## src/rtl/iccs_pkg.sv

```systemverilog
// Package: shared constants, item types and the matcher stage code for the ICC signature scanner.
package iccs_pkg;

  // Default width of the byte position counters.
  localparam int POSITION_BITS_DEF = 32;

  // Signature bytes "acsp".
  localparam logic [7:0] SIG_A = 8'h61;
  localparam logic [7:0] SIG_C = 8'h63;
  localparam logic [7:0] SIG_S = 8'h73;
  localparam logic [7:0] SIG_P = 8'h70;

  // Header geometry: the header starts HEADER_BACK - 1 bytes before the 'p'.
  localparam int HEADER_BACK = 40;
  localparam int HISTORY_LEN = HEADER_BACK - 1;
  localparam int HEADER_LEN  = 128;

  // Matcher stage: number of signature bytes seen so far.
  typedef enum logic [1:0] {
    STG_NONE = 2'd0,
    STG_A    = 2'd1,
    STG_AC   = 2'd2,
    STG_ACS  = 2'd3
  } stage_t;

  // One input item.
  typedef struct packed {
    logic [7:0] data_byte;
    logic       end_of_stream;
  } in_item_t;

  // One result item.
  typedef struct packed {
    logic        profile_found;
    logic [31:0] profile_offset;
    logic [31:0] profile_size;
  } out_item_t;

  // Matcher advance for a byte that does not complete the signature.
  // A byte 'a' always restarts at stage one, so overlaps are kept.
  function automatic stage_t next_stage(input stage_t stage, input logic [7:0] b);
    stage_t restart;
    restart = (b == SIG_A) ? STG_A : STG_NONE;
    case (stage)
      STG_NONE: next_stage = restart;
      STG_A:    next_stage = (b == SIG_C) ? STG_AC : restart;
      STG_AC:   next_stage = (b == SIG_S) ? STG_ACS : restart;
      STG_ACS:  next_stage = restart;
      default:  next_stage = STG_NONE;
    endcase
  endfunction

endpackage

```

## src/rtl/iccs_if.sv

```systemverilog
// Interfaces: the byte input channel and the result channel of the scanner.
interface iccs_in_if;
  logic       valid;
  logic       ready;
  logic [7:0] data_byte;
  logic       end_of_stream;

  modport source (output valid, output data_byte, output end_of_stream, input ready);
  modport sink   (input valid, input data_byte, input end_of_stream, output ready);
endinterface

interface iccs_out_if;
  logic        valid;
  logic        ready;
  logic        profile_found;
  logic [31:0] profile_offset;
  logic [31:0] profile_size;

  modport source (output valid, output profile_found, output profile_offset,
                  output profile_size, input ready);
  modport sink   (input valid, input profile_found, input profile_offset,
                  input profile_size, output ready);
endinterface

```

## src/rtl/iccs_in_reg.sv

```systemverilog
// Input register: captures one byte transfer per cycle and holds it while the scan stalls.
module iccs_in_reg (
  input  logic             clk,
  input  logic             rst_n,
  iccs_in_if.sink          in_chan,
  input  logic             advance,
  output logic             item_valid,
  output iccs_pkg::in_item_t item
);
  import iccs_pkg::*;

  logic     valid_r;
  logic     valid_nxt;
  in_item_t item_r;
  logic     take;

  // A new byte may enter when the register is empty or drains this cycle.
  assign in_chan.ready = !valid_r || advance;
  assign take          = in_chan.valid && in_chan.ready;

  always_comb begin
    valid_nxt = valid_r;
    if (take) begin
      valid_nxt = 1'b1;
    end else if (advance) begin
      valid_nxt = 1'b0;
    end
  end

  always_ff @(posedge clk) begin
    if (!rst_n) begin
      valid_r <= 1'b0;
    end else begin
      valid_r <= valid_nxt;
    end
  end

  // Payload needs no reset.
  always_ff @(posedge clk) begin
    if (take) begin
      item_r.data_byte     <= in_chan.data_byte;
      item_r.end_of_stream <= in_chan.end_of_stream;
    end
  end

  assign item_valid = valid_r;
  assign item       = item_r;

endmodule

```

## src/rtl/iccs_scan_core.sv

```systemverilog
// Scan core: signature matcher, byte history, header capture and end-of-stream result.
module iccs_scan_core #(
  parameter int POSITION_BITS = iccs_pkg::POSITION_BITS_DEF
) (
  input  logic                clk,
  input  logic                rst_n,
  input  logic                item_valid,
  input  iccs_pkg::in_item_t  item,
  output logic                res_valid,
  output iccs_pkg::out_item_t res
);
  import iccs_pkg::*;

  localparam logic [POSITION_BITS-1:0] EARLY_LIMIT = POSITION_BITS'(HISTORY_LEN);
  localparam logic [POSITION_BITS-1:0] RESUME_STEP = POSITION_BITS'(HEADER_LEN - HISTORY_LEN);
  localparam logic [31:0]              SIZE_MIN    = 32'(HEADER_LEN);

  logic [POSITION_BITS-1:0] pos_r, pos_nxt;
  logic [POSITION_BITS-1:0] resume_r, resume_nxt;
  logic [POSITION_BITS-1:0] offset_r, offset_nxt;
  logic [31:0]              size_r, size_nxt;
  logic                     stopped_r, stopped_nxt;
  stage_t                   stage_r, stage_nxt;
  logic [7:0]               hist_r [HISTORY_LEN];

  logic active;
  logic is_match;
  logic eos;

  assign eos      = item_valid && item.end_of_stream;
  assign active   = !stopped_r && (pos_r >= resume_r);
  assign is_match = active && (stage_r == STG_ACS) && (item.data_byte == SIG_P);

  // Matcher stage register.
  always_ff @(posedge clk) begin
    if (!rst_n) begin
      stage_r <= STG_NONE;
    end else begin
      stage_r <= stage_nxt;
    end
  end

  // Next matcher stage, header capture and position update.
  always_comb begin
    stage_nxt   = stage_r;
    pos_nxt     = pos_r;
    resume_nxt  = resume_r;
    offset_nxt  = offset_r;
    size_nxt    = size_r;
    stopped_nxt = stopped_r;
    if (item_valid) begin
      pos_nxt = pos_r + 1'b1;
      if (is_match) begin
        stage_nxt = STG_NONE;
        if (pos_r < EARLY_LIMIT) begin
          // Header would start before the file: record offset zero and stop.
          offset_nxt  = '0;
          stopped_nxt = 1'b1;
        end else begin
          offset_nxt = pos_r - EARLY_LIMIT;
          size_nxt   = {hist_r[0], hist_r[1], hist_r[2], hist_r[3]};
          resume_nxt = pos_r + RESUME_STEP;
        end
      end else if (active) begin
        stage_nxt = next_stage(stage_r, item.data_byte);
      end
    end
    // Result for the final byte, taken after that byte is scanned.
    res_valid          = eos;
    res.profile_found  = (offset_nxt != '0) && (size_nxt > SIZE_MIN);
    res.profile_offset = 32'(offset_nxt);
    res.profile_size   = size_nxt;
    // End of stream returns everything to the reset state.
    if (eos) begin
      stage_nxt   = STG_NONE;
      pos_nxt     = '0;
      resume_nxt  = '0;
      offset_nxt  = '0;
      size_nxt    = '0;
      stopped_nxt = 1'b0;
    end
  end

  // Scan state registers.
  always_ff @(posedge clk) begin
    if (!rst_n) begin
      pos_r     <= '0;
      resume_r  <= '0;
      offset_r  <= '0;
      size_r    <= '0;
      stopped_r <= 1'b0;
    end else begin
      pos_r     <= pos_nxt;
      resume_r  <= resume_nxt;
      offset_r  <= offset_nxt;
      size_r    <= size_nxt;
      stopped_r <= stopped_nxt;
    end
  end

  // Byte history, oldest at index zero; cleared at end of stream.
  always_ff @(posedge clk) begin
    if (!rst_n || eos) begin
      for (int i = 0; i < HISTORY_LEN; i++) begin
        hist_r[i] <= '0;
      end
    end else if (item_valid) begin
      for (int i = 0; i < HISTORY_LEN - 1; i++) begin
        hist_r[i] <= hist_r[i+1];
      end
      hist_r[HISTORY_LEN-1] <= item.data_byte;
    end
  end

  // After the final byte the position counter restarts at zero.
  assert property (@(posedge clk) disable iff (!rst_n)
    eos |=> (pos_r == '0) && (stage_r == STG_NONE))
    else $error("scan state not cleared after end of stream");

  // Once matching has stopped the matcher rests at stage zero.
  assert property (@(posedge clk) disable iff (!rst_n)
    stopped_r |-> (stage_r == STG_NONE))
    else $error("matcher advanced while stopped");

  // A kept header always carries its resume point one header length later.
  assert property (@(posedge clk) disable iff (!rst_n)
    (offset_r != '0) |-> (resume_r == offset_r + POSITION_BITS'(HEADER_LEN)))
    else $error("resume point does not follow kept header");

endmodule

```

## src/rtl/icc_profile_signature_scanner.sv

```systemverilog
// Top level: embedded ICC profile header scanner, one file byte per cycle.
//
//   channel   direction  payload                                        width
//   in_chan   input      data_byte, end_of_stream                       8 + 1
//   out_chan  output     profile_found, profile_offset, profile_size    1 + 32 + 32
//
// A byte is held in the input register and the scan core updates its state from it
// at the next edge, so a new byte is taken every cycle while no final byte stalls. A result is
// loaded into the output register at the edge where its final byte leaves the input register.
// Reset is synchronous and active low and clears the whole scan state at once. Only a final
// byte, and the bytes behind it, stall while a result waits.
module icc_profile_signature_scanner #(
  parameter int POSITION_BITS = iccs_pkg::POSITION_BITS_DEF
) (
  input  logic      clk,
  input  logic      rst_n,
  iccs_in_if.sink   in_chan,
  iccs_out_if.source out_chan
);
  import iccs_pkg::*;

  logic      item_valid;
  in_item_t  item;
  logic      advance;
  logic      res_valid;
  out_item_t res;
  logic      out_valid_r, out_valid_nxt;
  out_item_t out_item_r;

  // A final byte waits while the previous result is still held.
  assign advance = item_valid &&
                   !(item.end_of_stream && out_valid_r && !out_chan.ready);

  iccs_in_reg u_in_reg (
    .clk        (clk),
    .rst_n      (rst_n),
    .in_chan    (in_chan),
    .advance    (advance),
    .item_valid (item_valid),
    .item       (item)
  );

  iccs_scan_core #(
    .POSITION_BITS (POSITION_BITS)
  ) u_scan_core (
    .clk        (clk),
    .rst_n      (rst_n),
    .item_valid (advance),
    .item       (item),
    .res_valid  (res_valid),
    .res        (res)
  );

  // Output register valid flag.
  always_comb begin
    out_valid_nxt = out_valid_r;
    if (res_valid) begin
      out_valid_nxt = 1'b1;
    end else if (out_chan.ready) begin
      out_valid_nxt = 1'b0;
    end
  end

  always_ff @(posedge clk) begin
    if (!rst_n) begin
      out_valid_r <= 1'b0;
    end else begin
      out_valid_r <= out_valid_nxt;
    end
  end

  always_ff @(posedge clk) begin
    if (res_valid) begin
      out_item_r <= res;
    end
  end

  assign out_chan.valid          = out_valid_r;
  assign out_chan.profile_found  = out_item_r.profile_found;
  assign out_chan.profile_offset = out_item_r.profile_offset;
  assign out_chan.profile_size   = out_item_r.profile_size;

  // A new result never overwrites one that has not been transferred.
  assert property (@(posedge clk) disable iff (!rst_n)
    res_valid |-> (!out_valid_r || out_chan.ready))
    else $error("result overwrote a pending result");

  // The output register fills only from a scanned final byte.
  assert property (@(posedge clk) disable iff (!rst_n)
    $rose(out_valid_r) |-> $past(advance && item.end_of_stream))
    else $error("result without a final byte");

endmodule
```

## src/flat_wrapper.sv

```systemverilog
// flat-port wrapper written by rule: the top's interface ports become plain ports
module icc_profile_signature_scanner_flat import iccs_pkg::*;
#(
  parameter int POSITION_BITS = iccs_pkg::POSITION_BITS_DEF
)
  (clk, rst_n, in_chan_valid, in_chan_data_byte, in_chan_end_of_stream, in_chan_ready, out_chan_valid, out_chan_profile_found, out_chan_profile_offset, out_chan_profile_size, out_chan_ready);
  iccs_in_if in_chan_i ();
  iccs_out_if out_chan_i ();
  input  logic clk;
  input  logic rst_n;
  input wire logic [$bits(in_chan_i.valid)-1:0] in_chan_valid;
  input wire logic [$bits(in_chan_i.data_byte)-1:0] in_chan_data_byte;
  input wire logic [$bits(in_chan_i.end_of_stream)-1:0] in_chan_end_of_stream;
  output wire logic [$bits(in_chan_i.ready)-1:0] in_chan_ready;
  output wire logic [$bits(out_chan_i.valid)-1:0] out_chan_valid;
  output wire logic [$bits(out_chan_i.profile_found)-1:0] out_chan_profile_found;
  output wire logic [$bits(out_chan_i.profile_offset)-1:0] out_chan_profile_offset;
  output wire logic [$bits(out_chan_i.profile_size)-1:0] out_chan_profile_size;
  input wire logic [$bits(out_chan_i.ready)-1:0] out_chan_ready;
  assign in_chan_i.valid = in_chan_valid;
  assign in_chan_i.data_byte = in_chan_data_byte;
  assign in_chan_i.end_of_stream = in_chan_end_of_stream;
  assign in_chan_ready = in_chan_i.ready;
  assign out_chan_valid = out_chan_i.valid;
  assign out_chan_profile_found = out_chan_i.profile_found;
  assign out_chan_profile_offset = out_chan_i.profile_offset;
  assign out_chan_profile_size = out_chan_i.profile_size;
  assign out_chan_i.ready = out_chan_ready;
  icc_profile_signature_scanner #(.POSITION_BITS(POSITION_BITS)) u_core (.clk(clk), .rst_n(rst_n), .in_chan(in_chan_i), .out_chan(out_chan_i));
endmodule
```

## config.mk

```make
export PLATFORM = sky130hd
export DESIGN_NAME = icc_profile_signature_scanner_flat
export DESIGN_NICKNAME = d
export VERILOG_FILES = /design/src/rtl/iccs_pkg.sv /design/src/rtl/iccs_if.sv /design/src/rtl/iccs_in_reg.sv /design/src/rtl/iccs_scan_core.sv /design/src/rtl/icc_profile_signature_scanner.sv /design/src/flat_wrapper.sv
export SDC_FILE = /design/constraint.sdc
export NUM_CORES = 1
export LEC_CHECK = 0
export BUFFER_PORTS_ARGS = -buffer_cell sky130_fd_sc_hd__buf_2
export CAP_MARGIN = 20
export CORE_MARGIN = 2
export CORE_UTILIZATION = 35
export CTS_CLUSTER_SIZE = 28
export DETAILED_ROUTE_END_ITERATION = 10
export PLACE_DENSITY = 0.47
export SLEW_MARGIN = 20
export SYNTH_ARGS = -nofsm -noshare
export SYNTH_HDL_FRONTEND = slang
export SYNTH_SLANG_ARGS = --single-unit
```

## constraint.sdc

```tcl
create_clock -name clk -period 16.3 [get_ports clk]
set_input_delay 2.445 -clock clk [delete_from_list [all_inputs] [get_ports clk]]
set_output_delay 2.445 -clock clk [all_outputs]
set_load 0.1 [all_outputs]
```

## Word level (Yosys, flattened, before mapping)

Memory sizes are Yosys's and may differ from the RTL's.
Cells that the tools add are included.

- Bits in registers: 207
- Latch bits: 0
- RAM bits: 312
- Bits in read-only memories: 0
- Bits of input ports: 13
- Output and inout port bits: 67
- Word-level logic and storage cells: 154
- Memories kept: 1

Memory list:

| memory | words | bits a word | read ports | clocked after Yosys merged registers in | wr ports | line | RTL |
|---|---|---|---|---|---|---|---|
| u_core.u_scan_core.hist_r | 39 | 8 | 39 | 0 | 39 | iccs_scan_core.sv:24 | `logic [7:0] hist_r [HISTORY_LEN];` |

- Add/subtract/negate cells: 3
- Multiply operators: 0
- Divide/modulo/power cells: 0
- $lt $le $gt $ge: 3
- Eq/ne operators: 7
- Shift operators: 0
- Muxes and demuxes: 60
- Bitwise operators: 41
- Reductions and logical operators: 26

Operators by type and width:

| cell | number |
|---|---|
| $mux 8 | 39 |
| $mux 32 | 6 |
| $or 1x1->1 | 39 |
| $add 32x1->32 const B | 1 |
| $add 32x7->32 const B | 1 |
| $eq 8x7->1 const B | 4 |
| $ge 32x32->1 | 1 |
| $gt 32x8->1 const B | 1 |
| $lt 32x6->1 const B | 1 |
| $reduce_bool 32->1 | 1 |
| $sub 32x6->32 const B | 1 |
| $mux 1 | 10 |
| $logic_and 1x1->1 | 9 |
| $mux 2 | 4 |
| $pmux 2 s3 | 1 |
| $reduce_and 3->1 | 2 |
| $reduce_bool 2->1 | 3 |
| $logic_not 1->1 | 5 |
| $eq 2x2->1 const B | 2 |
| $reduce_or 2->1 | 2 |
| $eq 2x1->1 const B | 1 |
| $logic_not 2->1 | 1 |
| $logic_or 1x1->1 | 2 |
| $not 1->1 | 2 |
| $reduce_and 2->1 | 1 |

## Logic depth before layout (Yosys ltp)

- Depth after elaboration: 9
- Depth in mapped cells: 12
- Depth with buffers taken out: 10

## Hierarchy

A second synthesis with hierarchy kept.

- Cell total of the unflattened synthesis: 1739
- Area, all modules: 21504.4 µm²

Modules (own cells, without submodules):

| module | instances | cells each | area each (µm²) | sequential area each (µm²) |
|---|---|---|---|---|
| iccs_scan_core | 1 | 1656 | 19172.1 | 11991.5 |
| icc_profile_signature_scanner | 1 | 69 | 2004.4 | 1971.9 |
| iccs_in_reg | 1 | 14 | 327.8 | 290.3 |

## Worst setup path after synthesis

No wires, ideal clock.

- Kind: input -> register
- From: input out_chan_ready
- To: register u_core.u_scan_core.pos_r[3]
- Library setup time: 0.133 ns
- Arrival time: 10.187 ns
- Required time: 16.167 ns
- Slack: 5.981 ns
- Stages on the path: 6
- Buffers on the path: 0
- Cell sequence: nand3b_1 -> nand2_1 -> nand2_1 -> o21ai_0 -> nand2_1 -> o21ai_0

- Cells in the longest elaborated chain, start to end: 6

RTL lines:

| element | line | RTL |
|---|---|---|
| from (decl) | flat_wrapper.sv:19 | `input wire logic [$bits(out_chan_i.ready)-1:0] out_chan_ready;` |
| $logic_not 1->1 * | icc_profile_signature_scanner.sv:32 | `!(item.end_of_stream && out_valid_r && !out_chan.ready);` |
| $logic_and 1x1->1 * | icc_profile_signature_scanner.sv:32 |  |
| $logic_not 1->1 * | icc_profile_signature_scanner.sv:32 |  |
| $logic_and 1x1->1 * | icc_profile_signature_scanner.sv:31 | `assign advance = item_valid &&` |
| $logic_and 1x1->1 | iccs_scan_core.sv:30 | `assign eos = item_valid && item.end_of_stream;` |
| $reduce_or 2->1 (no line) | - |  |
| to (signal assigned) | iccs_scan_core.sv:93 | `pos_r <= pos_nxt;` |
| to (decl) | iccs_scan_core.sv:18 | `logic [POSITION_BITS-1:0] pos_r, pos_nxt;` |

Mark *: on every way between the ends. The rest lies on a longest branch, timed or not.
A chain may end at the register's enable or synchronous reset.

## Worst setup path after layout

- From: input out_chan_ready
- To: output in_chan_ready

- Cells in the longest elaborated chain, start to end: 5

RTL lines:

| element | line | RTL |
|---|---|---|
| $logic_not 1->1 | icc_profile_signature_scanner.sv:32 |  |
| $logic_and 1x1->1 | icc_profile_signature_scanner.sv:32 |  |
| $logic_not 1->1 | icc_profile_signature_scanner.sv:32 |  |
| $logic_and 1x1->1 | icc_profile_signature_scanner.sv:31 |  |
| $logic_or 1x1->1 | iccs_in_reg.sv:18 | `assign in_chan.ready = !valid_r \|\| advance;` |
| to (decl) | flat_wrapper.sv:14 | `output wire logic [$bits(in_chan_i.ready)-1:0] in_chan_ready;` |

Every way passes these cells.

==> flow_summary.toml <==
[routing]
vias = 12500
drt_iter0_markers = 945
drc = 0
final_antenna_net_count = 0
vias_per_cell = 4.78
wl_um = 41700
wl_per_cell_um = 16.0
dr.pass1.iters = 4

[worst_hold_path]
min_path_type = "register to register"
hp-start = "u_core.u_scan_core.stopped_r$_SDFFE_PP0P_"

[timing]
rsz0062_at_grt = "false"
hold_ws_ns = 0.460
max-slew-margin-rel_pct = 29.5
tightestPinTransition_ns = 1.06
finalClockSkew_ns = 0.0235
slew_viol_final = 0
finalSetupTns_ns = 0
hold_violations = 0
fin_crit_ns = 5.76
max_freq_ghz = 0.174
finalSetupViolCount = 0
fin_crit_sh_pct = 35.3

[logic_synthesis]
synthXorXnorAreaFrac_pct = 2.87
muxShareOfSynthArea_pct = 0.580
synth_most_common_cell = "edfxtp_1"
synthArstFlopShare_pct = 0
postSynthNetCount = 1785
yosys-top-cells-area = "edfxtp_1, dfxtp_1, and2_1"
synthDominantCellAreaShare_pct = 54.3
synth_seq_cells = 519
synthCells = 1736
synth.avg_cell_area_um2 = 12.3
yosysWarnings = 0
yosys.area.top_type = "edfxtp_1"
synth_seq_area_share_pct = 66.8
synth_top_flop_cell = "edfxtp_1"
synth-simple-area-share_pct = 19.6
synthDistinctLibCells = 66
synth_edf_count = 386
synth-compound-area-share_pct = 5.33
synth_common_cells = "edfxtp_1, and2_1, nand2_1"
synth_fa_ha_area_share_pct = 2.11
synth_top_family_by_area = "simple AND/OR/NAND/NOR gates"
synthesis.area_um2 = 21300

[power_and_ir_drop]
total_power_w = 0.00292
vdd_drop_max_uv = 84.0
powerDensity_nw_per_um2 = 120
cellLeakagePower_nw = 9.10

[clocking]
cts.sink_count = 519
cts.reportedPaths.clkPinSlew_ns = 0.05
insertion_delay_ns = 0.61
cts_root_buf = "clkbuf_16"
cts_tree = "built"
cts_max_level = 2
numCtsBuffers = 57
max-clock-path-buffers = 3
cts_setup_buffers = 0
hold_buffers = 0
cts_resized = 0

[placed_design]
placedCellCount = 2505
numPortBuffers = 79
gp_congestion = 0.798
hpwlAfterDp_um = 25100

[global_routing]
grt_max_degree = 141
grt_pass1_wl_um = 66700
overflow = 0
grt_pass1_vias = 12000
grt_use_total_pct = 13.1
antenna_found_initial = 0

[die]
die_y_um = 251
core-area_um2 = 60400
io_pins = 80
fp-row-count = 90
die_w_um = 251
initial_core_util_pct = 35.4
die_area_um2 = 63000

[final_layout]
drive_above_1_share_pct = 11.4
syn2layout_area_growth_pct = 14.3
instances_no_fill = 2609
diodes = 0
final_nets = 1831

[worst_setup_path]
cp.arrival_ns = 3.31
crit_start = "out_chan_ready"
worstSetupPathType = "primary input to output pin"
r2r-start = "u_core.u_scan_core.pos_r[0]$_SDFFE_PP0P_"
startpoint_type = "primary input"
required_ns = 13.86
cp_max_fo = 3
r2r_slack_ns = 12.29
endpoint_kind = "output pin"

[outcome]
status = "complete, no violations"

[run]
maxCapViolations = 0
[sequential cells by signal, indices dropped and copies added (netlist names)]
signal and flops:
u_core.u_scan_core.hist_r 312, u_core.out_chan.profile_offset 32, u_core.out_chan.profile_size 32, u_core.u_scan_core.offset_r 32, u_core.u_scan_core.pos_r 32, u_core.u_scan_core.resume_r 32
u_core.u_scan_core.size_r 32, u_core.u_in_reg.item 9, u_core.u_scan_core.stage_r 2, u_core.out_chan.profile_found 1, u_core.out_chan.valid 1, u_core.u_in_reg.item_valid 1
u_core.u_scan_core.stopped_r 1
[cell usage in the layout, fill, tap and decap left out, drive strengths merged, types with 5 or more instances in the layout]
cell type / instances
nand3b: 5
ha: 36
o31ai: 19
bufinv: 6
xnor2: 38
or3: 11
o21ai: 25
nor4: 25
and3: 44
clkinv: 12
a21oi: 64
dfxtp: 133
a211oi: 30
and2: 309
nor3: 23
nand4: 24
nand2b: 7
buf: 96
clkbuf: 82
inv: 43
nand2: 188
a21boi: 5
xor2: 32
mux2: 8
or2: 5
edfxtp: 386
nand3: 19
nor2: 92
or4: 12
[layout make-up]
class / instances / area, µm²
fill: 5703 / 36000
sequential: 519 / 14300
multi-input combinational: 1068 / 6550
clock buffer: 82 / 1640
tap: 782 / 978
timing repair buffer: 96 / 538
clock inverter: 22 / 294
inverter: 40 / 150
[power by group]
group          internal [W]  switching [W]
clock network      0.000796       0.000526
registers           0.00148      0.0000161
logic             0.0000160      0.0000886
total               0.00229       0.000631
[stage by stage]
stage               worst slack, ns  util [%]  area (µm²)
floorplan                      5.98         -       21300
detailed placement            10.13      37.2       22500
finish                        10.54      40.4       24400
global route                  10.48      40.4       24400
CTS                           10.54      40.4       24400
global placement              10.22      37.2       22500
[routing by layer]
metal  global-route usage (%)  routed length, µm  vias to the layer above
li1                         -                  -                     6202
met1                     19.6              21300                     6004
met2                     19.1              17700                      203
met3                     2.35               1710                       63
met4                     4.23                972                        0
met5                        0                  0                        -
[kinds of logic (layout without fill, tap and decap cells)]
kind of cell               count (synthesis)  after routing
DFF                                      519            519
and+or+nand+nor                          775            775
muxes                                     11             11
adders and majority gates                 36             36
buffers and inverters                    149            240
xor gates and xnor gates                  70             70
AOI/OAI and AO/OA                        176            176
[path summary, 6_finish.rpt]
check                                                    to  cells past startpoint
setup reg to reg    u_core.out_chan.profile_found$_DFFE_PP_                     10
setup / recovery                              in_chan_ready                      4
hold reg to reg   u_core.u_scan_core.stopped_r$_SDFFE_PP0P_                      1
hold / removal    u_core.u_scan_core.stopped_r$_SDFFE_PP0P_                      1
[critical path: stages]
cell and delay (ns):
buf_2 0.10, nand2b_1 0.15, or2_2 0.31, buf_2 0.30
Note: power is estimated with default switching activity, not from simulation.
